==> config.mk <==
export PLATFORM = sky130hd
export DESIGN_NAME = clock_frame_replacement_core_flat
export DESIGN_NICKNAME = d
export VERILOG_FILES = /design/src/cfr_pkg.sv /design/src/cfr_if.sv /design/src/cfr_table.sv /design/src/clock_frame_replacement_core.sv /design/src/flat_wrapper.sv
export SDC_FILE = /design/constraint.sdc
export NUM_CORES = 2
export LEC_CHECK = 0
export BUFFER_PORTS_ARGS = -buffer_cell sky130_fd_sc_hd__clkbuf_2
export CORE_MARGIN = 5
export CORE_UTILIZATION = 57
export DETAILED_ROUTE_END_ITERATION = 10
export PLACE_DENSITY = 0.76
export REMOVE_ABC_BUFFERS = 1
export SYNTH_ARGS = -nofsm -noshare
export SYNTH_HDL_FRONTEND = slang
export SYNTH_SLANG_ARGS = --single-unit
==> constraint.sdc <==
create_clock -name clock -period 4.7 [get_ports clock]
set_clock_uncertainty 0.15 [all_clocks]
set_input_delay 0.705 -clock clock [delete_from_list [all_inputs] [get_ports clock]]
set_output_delay 0.705 -clock clock [all_outputs]
set_load 0.01 [all_outputs]
==> src/cfr_pkg.sv <==
package cfr_pkg;

   typedef enum logic [2:0] {
      OP_ALLOC  = 3'd0,
      OP_ACCESS = 3'd1,
      OP_PIN    = 3'd2,
      OP_UNPIN  = 3'd3,
      OP_EVICT  = 3'd4,
      OP_FREE   = 3'd5
   } opcode_type;

   typedef enum logic [1:0] {
      ST_OK        = 2'd0,
      ST_NO_VICTIM = 2'd1,
      ST_BAD       = 2'd2
   } status_type;

   localparam int FLAG_USER = 0;
   localparam int FLAG_FILE = 1;
   localparam int FLAG_SWAP = 2;

   typedef struct packed {
      logic [2:0] opcode;
      logic [5:0] slot;
      logic       user_page;
      logic       file_mapped;
      logic       swap_backed;
      logic       write_access;
   } req_type;

   typedef struct packed {
      logic [5:0] granted_slot;
      logic       victim_valid;
      logic [5:0] victim_slot;
      logic       victim_writeback;
      logic       victim_to_file;
      logic [1:0] status;
   } rsp_type;

   typedef enum logic [3:0] {
      S_IDLE,
      S_READ,
      S_DECIDE,
      S_SCAN,
      S_SWEEP_RD,
      S_SWEEP_EV,
      S_DROP_RD,
      S_DROP,
      S_LINK_RD,
      S_LINK,
      S_SEARCH,
      S_DONE
   } state_type;

endpackage

==> src/cfr_if.sv <==
interface cfr_req_if;
   import cfr_pkg::*;
   logic    valid;
   logic    ready;
   req_type payload;
   modport source (output valid, output payload, input ready);
   modport sink (input valid, input payload, output ready);
endinterface

interface cfr_rsp_if;
   import cfr_pkg::*;
   logic    valid;
   logic    ready;
   rsp_type payload;
   modport source (output valid, output payload, input ready);
   modport sink (input valid, input payload, output ready);
endinterface

==> src/cfr_table.sv <==
module cfr_table #(
   parameter int FRAMES   = 64,
   parameter int PIN_BITS = 8,
   parameter int SW       = 6
) (
   input  logic                clock,
   input  logic                reset,
   input  logic [SW-1:0]       rd_addr,
   output logic                rd_valid,
   output logic [PIN_BITS-1:0] rd_pin,
   output logic                rd_acc,
   output logic                rd_dirty,
   output logic [2:0]          rd_flags,
   output logic [SW-1:0]       rd_next,
   output logic [SW-1:0]       rd_prev,
   input  logic                wr_en,
   input  logic [SW-1:0]       wr_addr,
   input  logic                wr_valid,
   input  logic [PIN_BITS-1:0] wr_pin,
   input  logic                wr_acc,
   input  logic                wr_dirty,
   input  logic [2:0]          wr_flags,
   input  logic                ln_en,
   input  logic [SW-1:0]       ln_addr,
   input  logic                ln_wr_next,
   input  logic [SW-1:0]       ln_next,
   input  logic                ln_wr_prev,
   input  logic [SW-1:0]       ln_prev
);
   localparam int MW = PIN_BITS + 5;

   logic [FRAMES-1:0] valid_ff;
   logic [MW-1:0]     meta_mem [FRAMES];
   logic [SW-1:0]     next_mem [FRAMES];
   logic [SW-1:0]     prev_mem [FRAMES];
   logic [MW-1:0]     meta_q_ff;
   logic [SW-1:0]     next_q_ff;
   logic [SW-1:0]     prev_q_ff;
   logic              valid_q_ff;

   always_ff @(posedge clock) begin
      if (reset) begin
         valid_ff <= '0;
      end else if (wr_en) begin
         valid_ff[wr_addr] <= wr_valid;
      end
   end

   always_ff @(posedge clock) begin
      if (wr_en) begin
         meta_mem[wr_addr] <= {wr_pin, wr_acc, wr_dirty, wr_flags};
      end
      if (ln_en && ln_wr_next) begin
         next_mem[ln_addr] <= ln_next;
      end
      if (ln_en && ln_wr_prev) begin
         prev_mem[ln_addr] <= ln_prev;
      end
      meta_q_ff  <= meta_mem[rd_addr];
      next_q_ff  <= next_mem[rd_addr];
      prev_q_ff  <= prev_mem[rd_addr];
      valid_q_ff <= valid_ff[rd_addr];
   end

   assign rd_valid = valid_q_ff;
   assign rd_pin   = meta_q_ff[MW-1:5];
   assign rd_acc   = meta_q_ff[4];
   assign rd_dirty = meta_q_ff[3];
   assign rd_flags = meta_q_ff[2:0];
   assign rd_next  = next_q_ff;
   assign rd_prev  = prev_q_ff;
endmodule

==> src/clock_frame_replacement_core.sv <==
// channel  direction  payload
// req      in         opcode, slot, page attributes, write flag
// rsp      out        granted slot, victim report, status
// access, pin, unpin: the frame is read, then updated and the result reported
// free and evict: read, decide, then unlink with one or two link writes
// allocate with a free slot: scan from slot 0 for the lowest free one, then link it in
// allocate on a full ring: clock sweep from the hand (or head), up to 2*FRAMES entries
// one item at a time; reset clears valid bits at once, no clearing pass
// rsp stalls hold the result in its register; req is taken only when idle
module clock_frame_replacement_core #(
   parameter int FRAMES   = 64,
   parameter int PIN_BITS = 8
) (
   input  logic      clock,
   input  logic      reset,
   cfr_req_if.sink   req,
   cfr_rsp_if.source rsp
);
   import cfr_pkg::*;

   localparam int SW = (FRAMES > 1) ? $clog2(FRAMES) : 1;
   localparam int CW = $clog2(FRAMES + 1);
   localparam int KW = $clog2(2 * FRAMES + 1);
   localparam logic [PIN_BITS-1:0] PIN_MAX = '1;

   state_type state_ff, state_in;
   req_type   req_ff, req_in;
   rsp_type   rsp_ff, rsp_in;
   logic      rsp_valid_ff, rsp_valid_in;
   logic [SW-1:0] head_ff, head_in, tail_ff, tail_in, hand_ff, hand_in;
   logic          hand_set_ff, hand_set_in;
   logic [CW-1:0] count_ff, count_in;
   logic [SW-1:0] cur_ff, cur_in;
   logic [KW-1:0] k_ff, k_in;
   logic [SW-1:0] tgt_ff, tgt_in;
   logic [SW-1:0] nxt_ff, nxt_in, prv_ff, prv_in;
   logic [1:0]    step_ff, step_in;
   logic          alloc_ff, alloc_in;

   logic [SW-1:0]       rd_addr;
   logic                rd_valid, rd_acc, rd_dirty;
   logic [PIN_BITS-1:0] rd_pin;
   logic [2:0]          rd_flags;
   logic [SW-1:0]       rd_next, rd_prev;
   logic                wr_en, wr_valid, wr_acc, wr_dirty;
   logic [SW-1:0]       wr_addr;
   logic [PIN_BITS-1:0] wr_pin;
   logic [2:0]          wr_flags;
   logic                ln_en, ln_wr_next, ln_wr_prev;
   logic [SW-1:0]       ln_addr, ln_next, ln_prev;
   logic                slot_ok, wb;

   cfr_table #(.FRAMES(FRAMES), .PIN_BITS(PIN_BITS), .SW(SW)) u_table (
      .clock, .reset, .rd_addr, .rd_valid, .rd_pin, .rd_acc, .rd_dirty, .rd_flags,
      .rd_next, .rd_prev, .wr_en, .wr_addr, .wr_valid, .wr_pin, .wr_acc, .wr_dirty,
      .wr_flags, .ln_en, .ln_addr, .ln_wr_next, .ln_next, .ln_wr_prev, .ln_prev
   );

   always_ff @(posedge clock) begin
      if (reset) begin
         state_ff     <= S_IDLE;
         rsp_valid_ff <= 1'b0;
         head_ff      <= '0;
         tail_ff      <= '0;
         hand_ff      <= '0;
         hand_set_ff  <= 1'b0;
         count_ff     <= '0;
      end else begin
         state_ff     <= state_in;
         rsp_valid_ff <= rsp_valid_in;
         head_ff      <= head_in;
         tail_ff      <= tail_in;
         hand_ff      <= hand_in;
         hand_set_ff  <= hand_set_in;
         count_ff     <= count_in;
      end
      req_ff   <= req_in;
      rsp_ff   <= rsp_in;
      cur_ff   <= cur_in;
      k_ff     <= k_in;
      tgt_ff   <= tgt_in;
      nxt_ff   <= nxt_in;
      prv_ff   <= prv_in;
      step_ff  <= step_in;
      alloc_ff <= alloc_in;
   end

   assign req.ready     = (state_ff == S_IDLE) && !rsp_valid_ff;
   assign rsp.valid     = rsp_valid_ff;
   assign rsp.payload   = rsp_ff;
   assign slot_ok       = ({26'd0, req_ff.slot} < 32'(FRAMES));
   assign wb            = rd_dirty || rd_flags[FLAG_SWAP];

   always_comb begin
      state_in     = state_ff;
      req_in       = req_ff;
      rsp_in       = rsp_ff;
      rsp_valid_in = rsp_valid_ff;
      head_in      = head_ff;
      tail_in      = tail_ff;
      hand_in      = hand_ff;
      hand_set_in  = hand_set_ff;
      count_in     = count_ff;
      cur_in       = cur_ff;
      k_in         = k_ff;
      tgt_in       = tgt_ff;
      nxt_in       = nxt_ff;
      prv_in       = prv_ff;
      step_in      = step_ff;
      alloc_in     = alloc_ff;
      rd_addr      = cur_ff;
      wr_en        = 1'b0;
      wr_addr      = tgt_ff;
      wr_valid     = 1'b1;
      wr_pin       = rd_pin;
      wr_acc       = rd_acc;
      wr_dirty     = rd_dirty;
      wr_flags     = rd_flags;
      ln_en        = 1'b0;
      ln_addr      = tgt_ff;
      ln_wr_next   = 1'b0;
      ln_next      = tgt_ff;
      ln_wr_prev   = 1'b0;
      ln_prev      = tgt_ff;
      if (rsp_valid_ff && rsp.ready) begin
         rsp_valid_in = 1'b0;
      end
      case (state_ff)
         S_IDLE: begin
            if (req.valid && req.ready) begin
               req_in   = req.payload;
               rsp_in   = '0;
               alloc_in = 1'b0;
               cur_in   = SW'(req.payload.slot);
               tgt_in   = SW'(req.payload.slot);
               if (req.payload.opcode == OP_ALLOC) begin
                  alloc_in = 1'b1;
                  k_in     = '0;
                  if (count_ff < CW'(FRAMES)) begin
                     cur_in   = '0;
                     state_in = S_SEARCH;
                  end else begin
                     cur_in      = hand_set_ff ? hand_ff : head_ff;
                     hand_set_in = 1'b1;
                     state_in    = S_SWEEP_RD;
                  end
               end else begin
                  state_in = S_READ;
               end
            end
         end
         S_SEARCH: begin
            rd_addr  = cur_ff;
            state_in = S_SCAN;
         end
         S_SCAN: begin
            if (!rd_valid) begin
               tgt_in   = cur_ff;
               state_in = S_LINK_RD;
            end else begin
               cur_in   = cur_ff + SW'(1);
               rd_addr  = cur_ff + SW'(1);
               state_in = S_SCAN;
            end
         end
         S_SWEEP_RD: begin
            rd_addr  = cur_ff;
            state_in = S_SWEEP_EV;
         end
         S_SWEEP_EV: begin
            if (k_ff >= KW'({count_ff, 1'b0})) begin
               hand_in        = cur_ff;
               rsp_in.status  = ST_NO_VICTIM;
               state_in       = S_DONE;
            end else if (rd_flags[FLAG_USER] && rd_pin == '0 && !rd_acc) begin
               hand_in                 = cur_ff;
               tgt_in                  = cur_ff;
               rsp_in.victim_valid     = 1'b1;
               rsp_in.victim_slot      = 6'(cur_ff);
               rsp_in.victim_writeback = wb;
               rsp_in.victim_to_file   = wb && rd_flags[FLAG_FILE];
               nxt_in                  = rd_next;
               prv_in                  = rd_prev;
               state_in                = S_DROP;
               step_in                 = 2'd0;
            end else begin
               if (rd_flags[FLAG_USER] && rd_pin == '0) begin
                  wr_en   = 1'b1;
                  wr_addr = cur_ff;
                  wr_acc  = 1'b0;
               end
               k_in     = k_ff + KW'(1);
               cur_in   = (cur_ff == tail_ff) ? head_ff : rd_next;
               state_in = S_SWEEP_RD;
            end
         end
         S_READ: begin
            rd_addr  = tgt_ff;
            state_in = S_DECIDE;
         end
         S_DECIDE: begin
            state_in = S_DONE;
            if (req_ff.opcode > OP_FREE || !slot_ok || !rd_valid) begin
               rsp_in.status = ST_BAD;
            end else begin
               case (req_ff.opcode)
                  OP_ACCESS: begin
                     wr_en  = 1'b1;
                     wr_acc = 1'b1;
                     if (req_ff.write_access) begin
                        wr_dirty = 1'b1;
                     end
                  end
                  OP_PIN: begin
                     if (rd_pin == PIN_MAX) begin
                        rsp_in.status = ST_BAD;
                     end else begin
                        wr_en  = 1'b1;
                        wr_pin = rd_pin + PIN_BITS'(1);
                     end
                  end
                  OP_UNPIN: begin
                     if (rd_pin == '0) begin
                        rsp_in.status = ST_BAD;
                     end else begin
                        wr_en  = 1'b1;
                        wr_pin = rd_pin - PIN_BITS'(1);
                     end
                  end
                  OP_EVICT: begin
                     if (rd_pin != '0 || !rd_flags[FLAG_USER]) begin
                        rsp_in.status = ST_BAD;
                     end else begin
                        rsp_in.victim_valid     = 1'b1;
                        rsp_in.victim_slot      = 6'(tgt_ff);
                        rsp_in.victim_writeback = wb;
                        rsp_in.victim_to_file   = wb && rd_flags[FLAG_FILE];
                        nxt_in                  = rd_next;
                        prv_in                  = rd_prev;
                        step_in                 = 2'd0;
                        state_in                = S_DROP;
                     end
                  end
                  OP_FREE: begin
                     if (rd_pin != '0) begin
                        rsp_in.status = ST_BAD;
                     end else begin
                        nxt_in   = rd_next;
                        prv_in   = rd_prev;
                        step_in  = 2'd0;
                        state_in = S_DROP;
                     end
                  end
                  default: begin
                     rsp_in.status = ST_BAD;
                  end
               endcase
            end
         end
         S_DROP: begin
            // unlink tgt, nxt/prv hold its neighbours
            if (hand_set_ff && hand_ff == tgt_ff) begin
               if (count_ff > CW'(1)) begin
                  hand_in = (tgt_ff == tail_ff) ? head_ff : nxt_ff;
               end else begin
                  hand_set_in = 1'b0;
                  hand_in     = '0;
               end
            end
            wr_en    = 1'b1;
            wr_valid = 1'b0;
            count_in = count_ff - CW'(1);
            if (count_ff == CW'(1)) begin
               head_in = '0;
               tail_in = '0;
            end else begin
               if (tgt_ff == head_ff) begin
                  head_in = nxt_ff;
               end else begin
                  ln_en      = 1'b1;
                  ln_addr    = prv_ff;
                  ln_wr_next = 1'b1;
                  ln_next    = nxt_ff;
               end
               if (tgt_ff == tail_ff) begin
                  tail_in = prv_ff;
               end else begin
                  ln_en      = 1'b1;
                  ln_addr    = (tgt_ff == head_ff) ? nxt_ff : ln_addr;
                  ln_wr_prev = 1'b1;
                  ln_prev    = prv_ff;
               end
               if (tgt_ff != head_ff && tgt_ff != tail_ff) begin
                  // both neighbours need a write: second one next cycle
                  ln_wr_prev = 1'b0;
                  step_in    = 2'd1;
               end
            end
            state_in = (step_in == 2'd1) ? S_DROP_RD : (alloc_ff ? S_LINK_RD : S_DONE);
         end
         S_DROP_RD: begin
            ln_en      = 1'b1;
            ln_addr    = nxt_ff;
            ln_wr_prev = 1'b1;
            ln_prev    = prv_ff;
            step_in    = 2'd0;
            state_in   = alloc_ff ? S_LINK_RD : S_DONE;
         end
         S_LINK_RD: begin
            rd_addr  = hand_ff;
            state_in = S_LINK;
            step_in  = 2'd0;
         end
         S_LINK: begin
            // rd_prev is prev of the hand frame
            wr_en    = 1'b1;
            wr_addr  = tgt_ff;
            wr_valid = 1'b1;
            wr_pin   = PIN_BITS'(1);
            wr_acc   = 1'b0;
            wr_dirty = 1'b0;
            wr_flags = {req_ff.swap_backed, req_ff.file_mapped, req_ff.user_page};
            ln_en    = 1'b1;
            ln_addr  = tgt_ff;
            if (step_ff == 2'd0) begin
               ln_wr_next = 1'b1;
               ln_wr_prev = 1'b1;
               if (count_ff == '0) begin
                  ln_next  = tgt_ff;
                  ln_prev  = tgt_ff;
                  head_in  = tgt_ff;
                  tail_in  = tgt_ff;
                  step_in  = 2'd3;
               end else if (!hand_set_ff) begin
                  ln_next  = tgt_ff;
                  ln_prev  = tail_ff;
                  step_in  = 2'd1;
               end else begin
                  ln_next = hand_ff;
                  if (hand_ff == head_ff) begin
                     ln_prev = tgt_ff;
                     head_in = tgt_ff;
                     step_in = 2'd2;
                  end else begin
                     ln_prev = rd_prev;
                     prv_in  = rd_prev;
                     step_in = 2'd1;
                  end
               end
            end else if (step_ff == 2'd1) begin
               wr_en      = 1'b0;
               ln_wr_next = 1'b1;
               if (!hand_set_ff) begin
                  ln_addr = tail_ff;
                  ln_next = tgt_ff;
                  tail_in = tgt_ff;
                  step_in = 2'd3;
               end else begin
                  ln_addr = prv_ff;
                  ln_next = tgt_ff;
                  step_in = 2'd2;
               end
            end else begin
               wr_en      = 1'b0;
               ln_addr    = hand_ff;
               ln_wr_prev = 1'b1;
               ln_prev    = tgt_ff;
               step_in    = 2'd3;
            end
            if (step_in == 2'd3) begin
               count_in            = count_ff + CW'(1);
               rsp_in.granted_slot = 6'(tgt_ff);
               state_in            = S_DONE;
            end
         end
         S_DONE: begin
            if (!rsp_valid_ff) begin
               rsp_valid_in = 1'b1;
               state_in     = S_IDLE;
            end
         end
         default: begin
            state_in = S_IDLE;
         end
      endcase
   end
endmodule
==> src/flat_wrapper.sv <==
// flat-port wrapper written by rule: the top's interface ports become plain ports
module clock_frame_replacement_core_flat import cfr_pkg::*;
#(
   parameter int FRAMES   = 64,
   parameter int PIN_BITS = 8
)
  (clock, reset, req_valid, req_payload, req_ready, rsp_valid, rsp_payload, rsp_ready);
  cfr_req_if req_i ();
  cfr_rsp_if rsp_i ();
  input  logic clock;
  input  logic reset;
  input wire logic [$bits(req_i.valid)-1:0] req_valid;
  input wire logic [$bits(req_i.payload)-1:0] req_payload;
  output wire logic [$bits(req_i.ready)-1:0] req_ready;
  output wire logic [$bits(rsp_i.valid)-1:0] rsp_valid;
  output wire logic [$bits(rsp_i.payload)-1:0] rsp_payload;
  input wire logic [$bits(rsp_i.ready)-1:0] rsp_ready;
  assign req_i.valid = req_valid;
  assign req_i.payload = req_payload;
  assign req_ready = req_i.ready;
  assign rsp_valid = rsp_i.valid;
  assign rsp_payload = rsp_i.payload;
  assign rsp_i.ready = rsp_ready;
  clock_frame_replacement_core #(.FRAMES(FRAMES), .PIN_BITS(PIN_BITS)) u_core (.clock(clock), .reset(reset), .req(req_i), .rsp(rsp_i));
endmodule
# [Word-level counts from Yosys, hierarchy flattened]
# Memory sizes are Yosys's and may differ from the RTL's. A register that Yosys moved wholly into a read port is not among the register bits.
# Index checks and enable logic that the tools add are counted.
[word_totals] word_cells=351 mem_count=3 ramBits=1600 out_inout_bits=19 rom_bits=0 regBits=155 inputBits=17 latch_bits=0
[classes] div_mod_pow=0 n_bitwise=0 n_reduce_logical=52 order_cmp=7 mux=193 n_mul=0 add_sub_neg=6 n_eq_ne=63 n_shift=0
[mem_list] memory="u_core.u_table.meta_mem" depth=64 width=13 read_ports=1 rd_ports_with_merged_regs=1 write_ports=1 line="cfr_table.sv:33" source="logic [MW-1:0] meta_mem [FRAMES];"
[mem_list] memory="u_core.u_table.next_mem" depth=64 width=6 read_ports=1 rd_ports_with_merged_regs=1 write_ports=1 line="cfr_table.sv:34" source="logic [SW-1:0] next_mem [FRAMES];"
[mem_list] memory="u_core.u_table.prev_mem" depth=64 width=6 read_ports=1 rd_ports_with_merged_regs=1 write_ports=1 line="cfr_table.sv:35" source="logic [SW-1:0] prev_mem [FRAMES];"
[ops] operator="6-bit 2-to-1 mux" n=65
[ops] operator="6-bit one-hot mux with 3 select lines" n=6
[ops] operator="6-bit one-hot mux with 2 select lines" n=8
[ops] operator="64-bit bitwise mux" n=1
[ops] operator="8-bit 2-to-1 mux" n=7
[ops] operator="4-bit one-hot mux with 12 select lines" n=1
[ops] operator="8-bit one-hot mux with 2 select lines" n=3
[ops] operator="1-bit 2-to-1 mux" n=46
[ops] operator="9-bit 2-to-1 mux" n=5
[ops] operator="4-bit 2-to-1 mux" n=11
[ops] operator="2-bit 2-to-1 mux" n=21
[ops] operator="11-bit one-hot mux with 3 select lines" n=1
[ops] operator="6-bit equality test" n=5
[ops] operator="2-bit != test, second input constant" n=13
[ops] operator="7-bit AND reduction" n=3
[ops] operator="2-bit one-hot mux with 5 select lines" n=2
[ops] operator="5-bit AND reduction" n=4
[ops] operator="3-bit by 1-bit != test with 1-bit output, second input constant" n=6
[ops] operator="17-bit 2-to-1 mux" n=1
[ops] operator="8-bit by 1-bit adder with 8-bit output, second input constant" n=2
[ops] operator="4-bit by 3-bit equality test with 1-bit output, second input constant" n=4
[ops] operator="4-bit equality test, second input constant" n=4
[ops] operator="4-bit by 2-bit != test with 1-bit output, second input constant" n=4
[ops] operator="3-bit != test, second input constant" n=5
[ops] operator="other kinds (51)" n=93

# [Longest topological paths before layout]
[depth] word_depth=11 mapped_depth=15 ltp_nobuf=10

# [Modules after synthesis]
# A second synthesis with hierarchy kept.
[unflattened] hier_cells=4090 hier_area_um2=72420.7
[modules_own_cells] mod="cfr_table" cells_each=3250 instances=1 area_per_inst_um2=65272.6
[modules_own_cells] mod="clock_frame_replacement_core" cells_each=840 instances=1 area_per_inst_um2=7148.1

# [Worst setup path after synthesis]
# No wires, ideal clock.
[synth_path] path_kind="flip-flop to flip-flop" start="reg u_core.u_table.meta_q_ff[7] (read register of u_core.u_table.meta_mem)" end="mem u_core.u_table.meta_mem[0][12] (netlist name), data pin" arrival_ns=4.235 path_stages_with_launch=9 setup_time_ns=0.702 n_path_buf=1 required_ns=3.848 path_slack_ns=-0.387 path_cell_list="dfxtp_1 -> clkbuf_1 -> or3_1 -> nor3_1 -> inv_1 -> or3_1 -> xor2_1 -> o22a_1 -> o21ai_0"
[synth_between] elab_chain_cells=5
[synth_lines] item="start, declared" line="cfr_table.sv:36" source="logic [MW-1:0] meta_q_ff;"
[synth_lines] item="8-bit by 1-bit subtractor with 8-bit output (tied with other cells)" line="clock_frame_replacement_core.sv:227" source="wr_pin = rd_pin - PIN_BITS'(1);"
[synth_lines] item="8-bit 2-to-1 mux (on tied branches)" line="clock_frame_replacement_core.sv:223, clock_frame_replacement_core.sv:215"
[synth_lines] item="8-bit one-hot mux with 2 select lines *" line="clock_frame_replacement_core.sv:206" source="case (req_ff.opcode)"
[synth_lines] item="8-bit 2-to-1 mux *" line="clock_frame_replacement_core.sv:203" source="if (req_ff.opcode > OP_FREE || !slot_ok || !rd_valid) begin"
[synth_lines] item="8-bit one-hot mux with 2 select lines *" line="clock_frame_replacement_core.sv:128" source="case (state_ff)"
[synth_lines] item="net u_core.u_table.wr_pin[7]" line="cfr_table.sv:19" source="input logic [PIN_BITS-1:0] wr_pin,"
[synth_lines] item="end, declared" line="cfr_table.sv:33"
# The timed path passes the listed nets; every way through them passes the cells marked *.

# [Worst setup path after layout]
[layout_path] start="reg u_core.state_ff[2]" end="reg u_core.u_table.meta_q_ff[0] (read register of u_core.u_table.meta_mem)"
[layout_between] elab_chain_cells=2
[layout_lines] item="start, declared" line="clock_frame_replacement_core.sv:26" source="state_type state_ff, state_in;"
[layout_lines] item="start signal, assigned" line="clock_frame_replacement_core.sv:69" source="state_ff <= state_in;"
[layout_lines] item="4-bit equality test (tied with other cells)" line="clock_frame_replacement_core.sv:128"
[layout_lines] item="6-bit one-hot mux with 3 select lines *" line="clock_frame_replacement_core.sv:128"
# Mark *: on every way between the ends. The rest lies on a longest branch, timed or not.
# A chain may end at the register's enable or synchronous reset.

==> impl_metrics.csv <==
group,metric,value,unit
power_and_ir_drop,pwr-share-comb,0.416,
floorplan,rows,131,
global_routing,overflow,0,
setup_path,cpPeakStageDelay,0.85,ns
synthesis,synth_area_leaders,"edfxtp_1, mux4_2, mux2i_1",
synthesis,avgSynthCellArea,17.0,sq um
floorplan,core,128000,sq um
power_and_ir_drop,swShare,0.361,
detailed_routing,drtIter0Drc,5098,
setup_path,worstSetupPathType,"reg -> reg",
sta,period_share,0.964,
place,dp_cells,6040,
place,io_buffers,35,
clock_network,h-tree-depth,4,
sta,finalHoldViolCount,0,
clock_network,clk_pin_slew_worst_paths,0.06,ns
synthesis,synth_top_area_cell,"edfxtp_1",
power_and_ir_drop,ir_worst_vdd,0.727,mV
final_layout,areaGrowthSynthToFinish,13.0,%
floorplan,start_util,0.574,
power_and_ir_drop,pwr-share-seq,0.349,
detailed_routing,wirelength,185000,um
final_layout,final_cells,6357,
flow_run,drv_cap,0,
final_layout,final_nets,4586,
global_routing,top_usage_layer,"met2",
sta,relSlewSlack,0.0521,
final_layout,finish.instance_area,82700,sq um
clock_network,cts_root_buf,"clkbuf_16",
sta,finalSetupViolCount,0,
power_and_ir_drop,power.share.clock,0.235,
synthesis,synth_top_area_frac,0.681,
setup_path,worst_setup_path_start_kind,"flop",
clock_network,cts_sinks,1780,
synthesis,synth_cells,4293,
power_and_ir_drop,p_int,36.7,mW
global_routing,grt_pass1_wl,273000,um
place,dpl.hpwl,117000,um
final_layout,drive_gt1_frac,0.197,
synthesis,synth_edf_count,1659,
sta,tns,0,ns
power_and_ir_drop,power,57.4,mW
synthesis,yosysUniqueCellTypes,86,
global_routing,grt_use_met3,0.0647,
setup_path,critPathCaptureType,"flop",
setup_path,crit_arrival,5.00,ns
floorplan,fp.dieH,368,um
synthesis,async_flop_share,0,
global_routing,grt_pass1_vias,40886,
power_and_ir_drop,power_density,694,nW/um^2
place,gp_congestion,1.00,
synthesis,syn_area,73200,sq um
setup_path,path_common_cell,"buf_4",
detailed_routing,antenna_left,0,
sta,timing.fmax,221,MHz
floorplan,die_area,136000,sq um
synthesis,yosys_warnings,0,
place,place_area,77100,sq um
sta,min_period,4.53,ns
setup_path,crit_chain,"buf_4 > nor4b_1 > or2_1 > o22a_2 > nand2_8 > buf_12 > buf_4 > mux4_2 > a211oi_1 > nor4_1",
clock_network,numCtsBuffers,169,
setup_path,cp_max_fo,20,
global_routing,grtUsageTotal,0.272,
synthesis,synthFlopType,"edfxtp_1",
synthesis,yosysSeqAreaShare,0.714,
detailed_routing,wl_per_cell,29.1,um
clock_network,cts.path.max_buffers,3,
power_and_ir_drop,p_switching,20.7,mW
detailed_routing,vias,41427,
detailed_routing,drt-pass1-iter-count,8,
setup_path,crit_slowest_cell,"a211oi_1",
global_routing,antenna_found_initial,7,
final_layout,post-route-util,0.648,
synthesis,synth_most_common_cell,"edfxtp_1",
global_routing,grt_max_degree,96,
sta,drv_slew,0,
synthesis,ys_ff_latch,1780,
floorplan,ios,36,
power_and_ir_drop,p_leak,27.8,nW
outcome,status,"completed",
detailed_routing,vias_per_cell,6.52,
global_routing,grt_util_met1,0.370,
worst_hold_path,hp-class,"in -> reg",
global_routing,gr-usage-met2,0.429,
setup_path,required,5.17,ns
sta,rsz0062_at_grt,"false",
clock_network,worstSkewPairLatency,0.80,ns
sta,worst_pin_slew,1.41,ns
synthesis,synth_common_cells,"edfxtp_1, mux2i_1, mux4_2",
detailed_routing,drc_errors,0,
floorplan,die_w,368,um
clock_network,cts_tree,"yes",
per-layer routing:
metal  vias up  share of wire
met2      2219           0.48
met5         -        0.00022
met4         6          0.041
met3       407          0.098
li1      17705              -
met1     21090           0.38
stage by stage:
step / hold slack, ns / worst slack (ns)
4_1_cts: 0.00565 / 0.131
5_1_grt: 0.0287 / 0.00276
3_3_place_gp: 0.275 / 0.203
3_5_place_dp: 0.290 / 0.174
2_1_floorplan: 0.258 / -11.45
6_report: 0.0580 / 0.168
state kept, by name (all words and copies together), names as in the netlist, 2 cells and up:
register,flops
u_core.u_table.rd_next,6
u_core.count_ff,7
u_core.u_table.prev_mem,384
u_core.u_table.valid_ff,64
u_core.cur_ff,6
u_core.hand_ff,6
u_core.tgt_ff,6
u_core.u_table.meta_q_ff,13
u_core.u_table.meta_mem,832
u_core.tail_ff,6
u_core.head_ff,6
u_core.state_ff,4
u_core.req_ff,7
u_core.prv_ff,6
u_core.nxt_ff,6
u_core.rsp.payload,17
u_core.u_table.next_mem,384
u_core.k_ff,8
u_core.u_table.rd_prev,6
u_core.step_ff,2
power by group through the flow:
stage                     clock network, mW  logic, mW  registers [mW]
after floorplan                           0       12.8            20.4
after global placement                    0       23.3            20.3
after detailed placement                  0       23.6            20.4
after CTS                              13.6       23.8            20.0
after global routing                   14.4       25.0            20.1
final                                  13.5       23.9            20.0
path summary, 6_finish.rpt:
check	from	end	slack [ns]	depth (start not counted)
min	req_payload[5]	u_core.tgt_ff[1]$_DFFE_PP_	0.06	3
min reg2reg	u_core.u_table.rd_prev[2]$_DFF_P_	u_core.prv_ff[2]$_DFFE_PP_	0.30	0
max reg2reg	u_core.state_ff[2]$_SDFFE_PP0P_	u_core.u_table.meta_q_ff[0]$_DFF_P_	0.17	10
max	u_core.state_ff[2]$_SDFFE_PP0P_	u_core.u_table.meta_q_ff[0]$_DFF_P_	0.17	10
kinds of logic after synthesis:
logic type / after synthesis / share of synthesized area
compound gates: 573 / 0.0587
xor+xnor: 51 / 0.00610
fa+ha+maj: 15 / 0.00256
buf+inv: 332 / 0.0216
flops: 1780 / 0.714
mux: 691 / 0.139
simple gates: 851 / 0.0585
repair_timing:
item,4_1_cts,5_1_grt
resized for setup,0,3
setup endpoints to repair,0,84
buffers inserted,0,0
endpoints found under the hold margin,5,0
hold buffers,5,0
layout by cell type, fill, tap and decap left out, drive strengths merged, types with 50 or more instances in the layout:
cell type | synthesis | layout
nand2 | 221 | 221
o221ai | 60 | 60
a21oi | 78 | 78
dfxtp | 121 | 121
a22o | 84 | 84
clkbuf | 176 | 250
mux2i | 430 | 430
nand2b | 84 | 84
a211oi | 50 | 50
a22oi | 81 | 81
edfxtp | 1659 | 1659
buf | 115 | 342
mux4 | 257 | 257
clkinv | 2 | 67
o21ai | 50 | 50
nor2 | 223 | 223
nor3 | 57 | 57
worst max-delay path: cells and delay by family (launching register included):
kind | cells | cell delay [ns]
AND/OR/NAND/NOR | 4 | 0.80
multiplexers | 1 | 0.58
AO/OA/AOI/OAI | 2 | 1.19
flip-flops | 1 | 0.68
buffers and inverters | 3 | 0.89
final cells by class:
cell class,instances,area [sq um]
multi-input cells,2181,19500
flip-flops and latches,1780,52200
fillers,8577,44900
clock buffers,216,4550
diodes,4,10.0
clock inverters,92,912
repair buffers,381,3170
inverters,41,154
well taps,1662,2080
No activity file was read; power rests on OpenSTA's default activity.
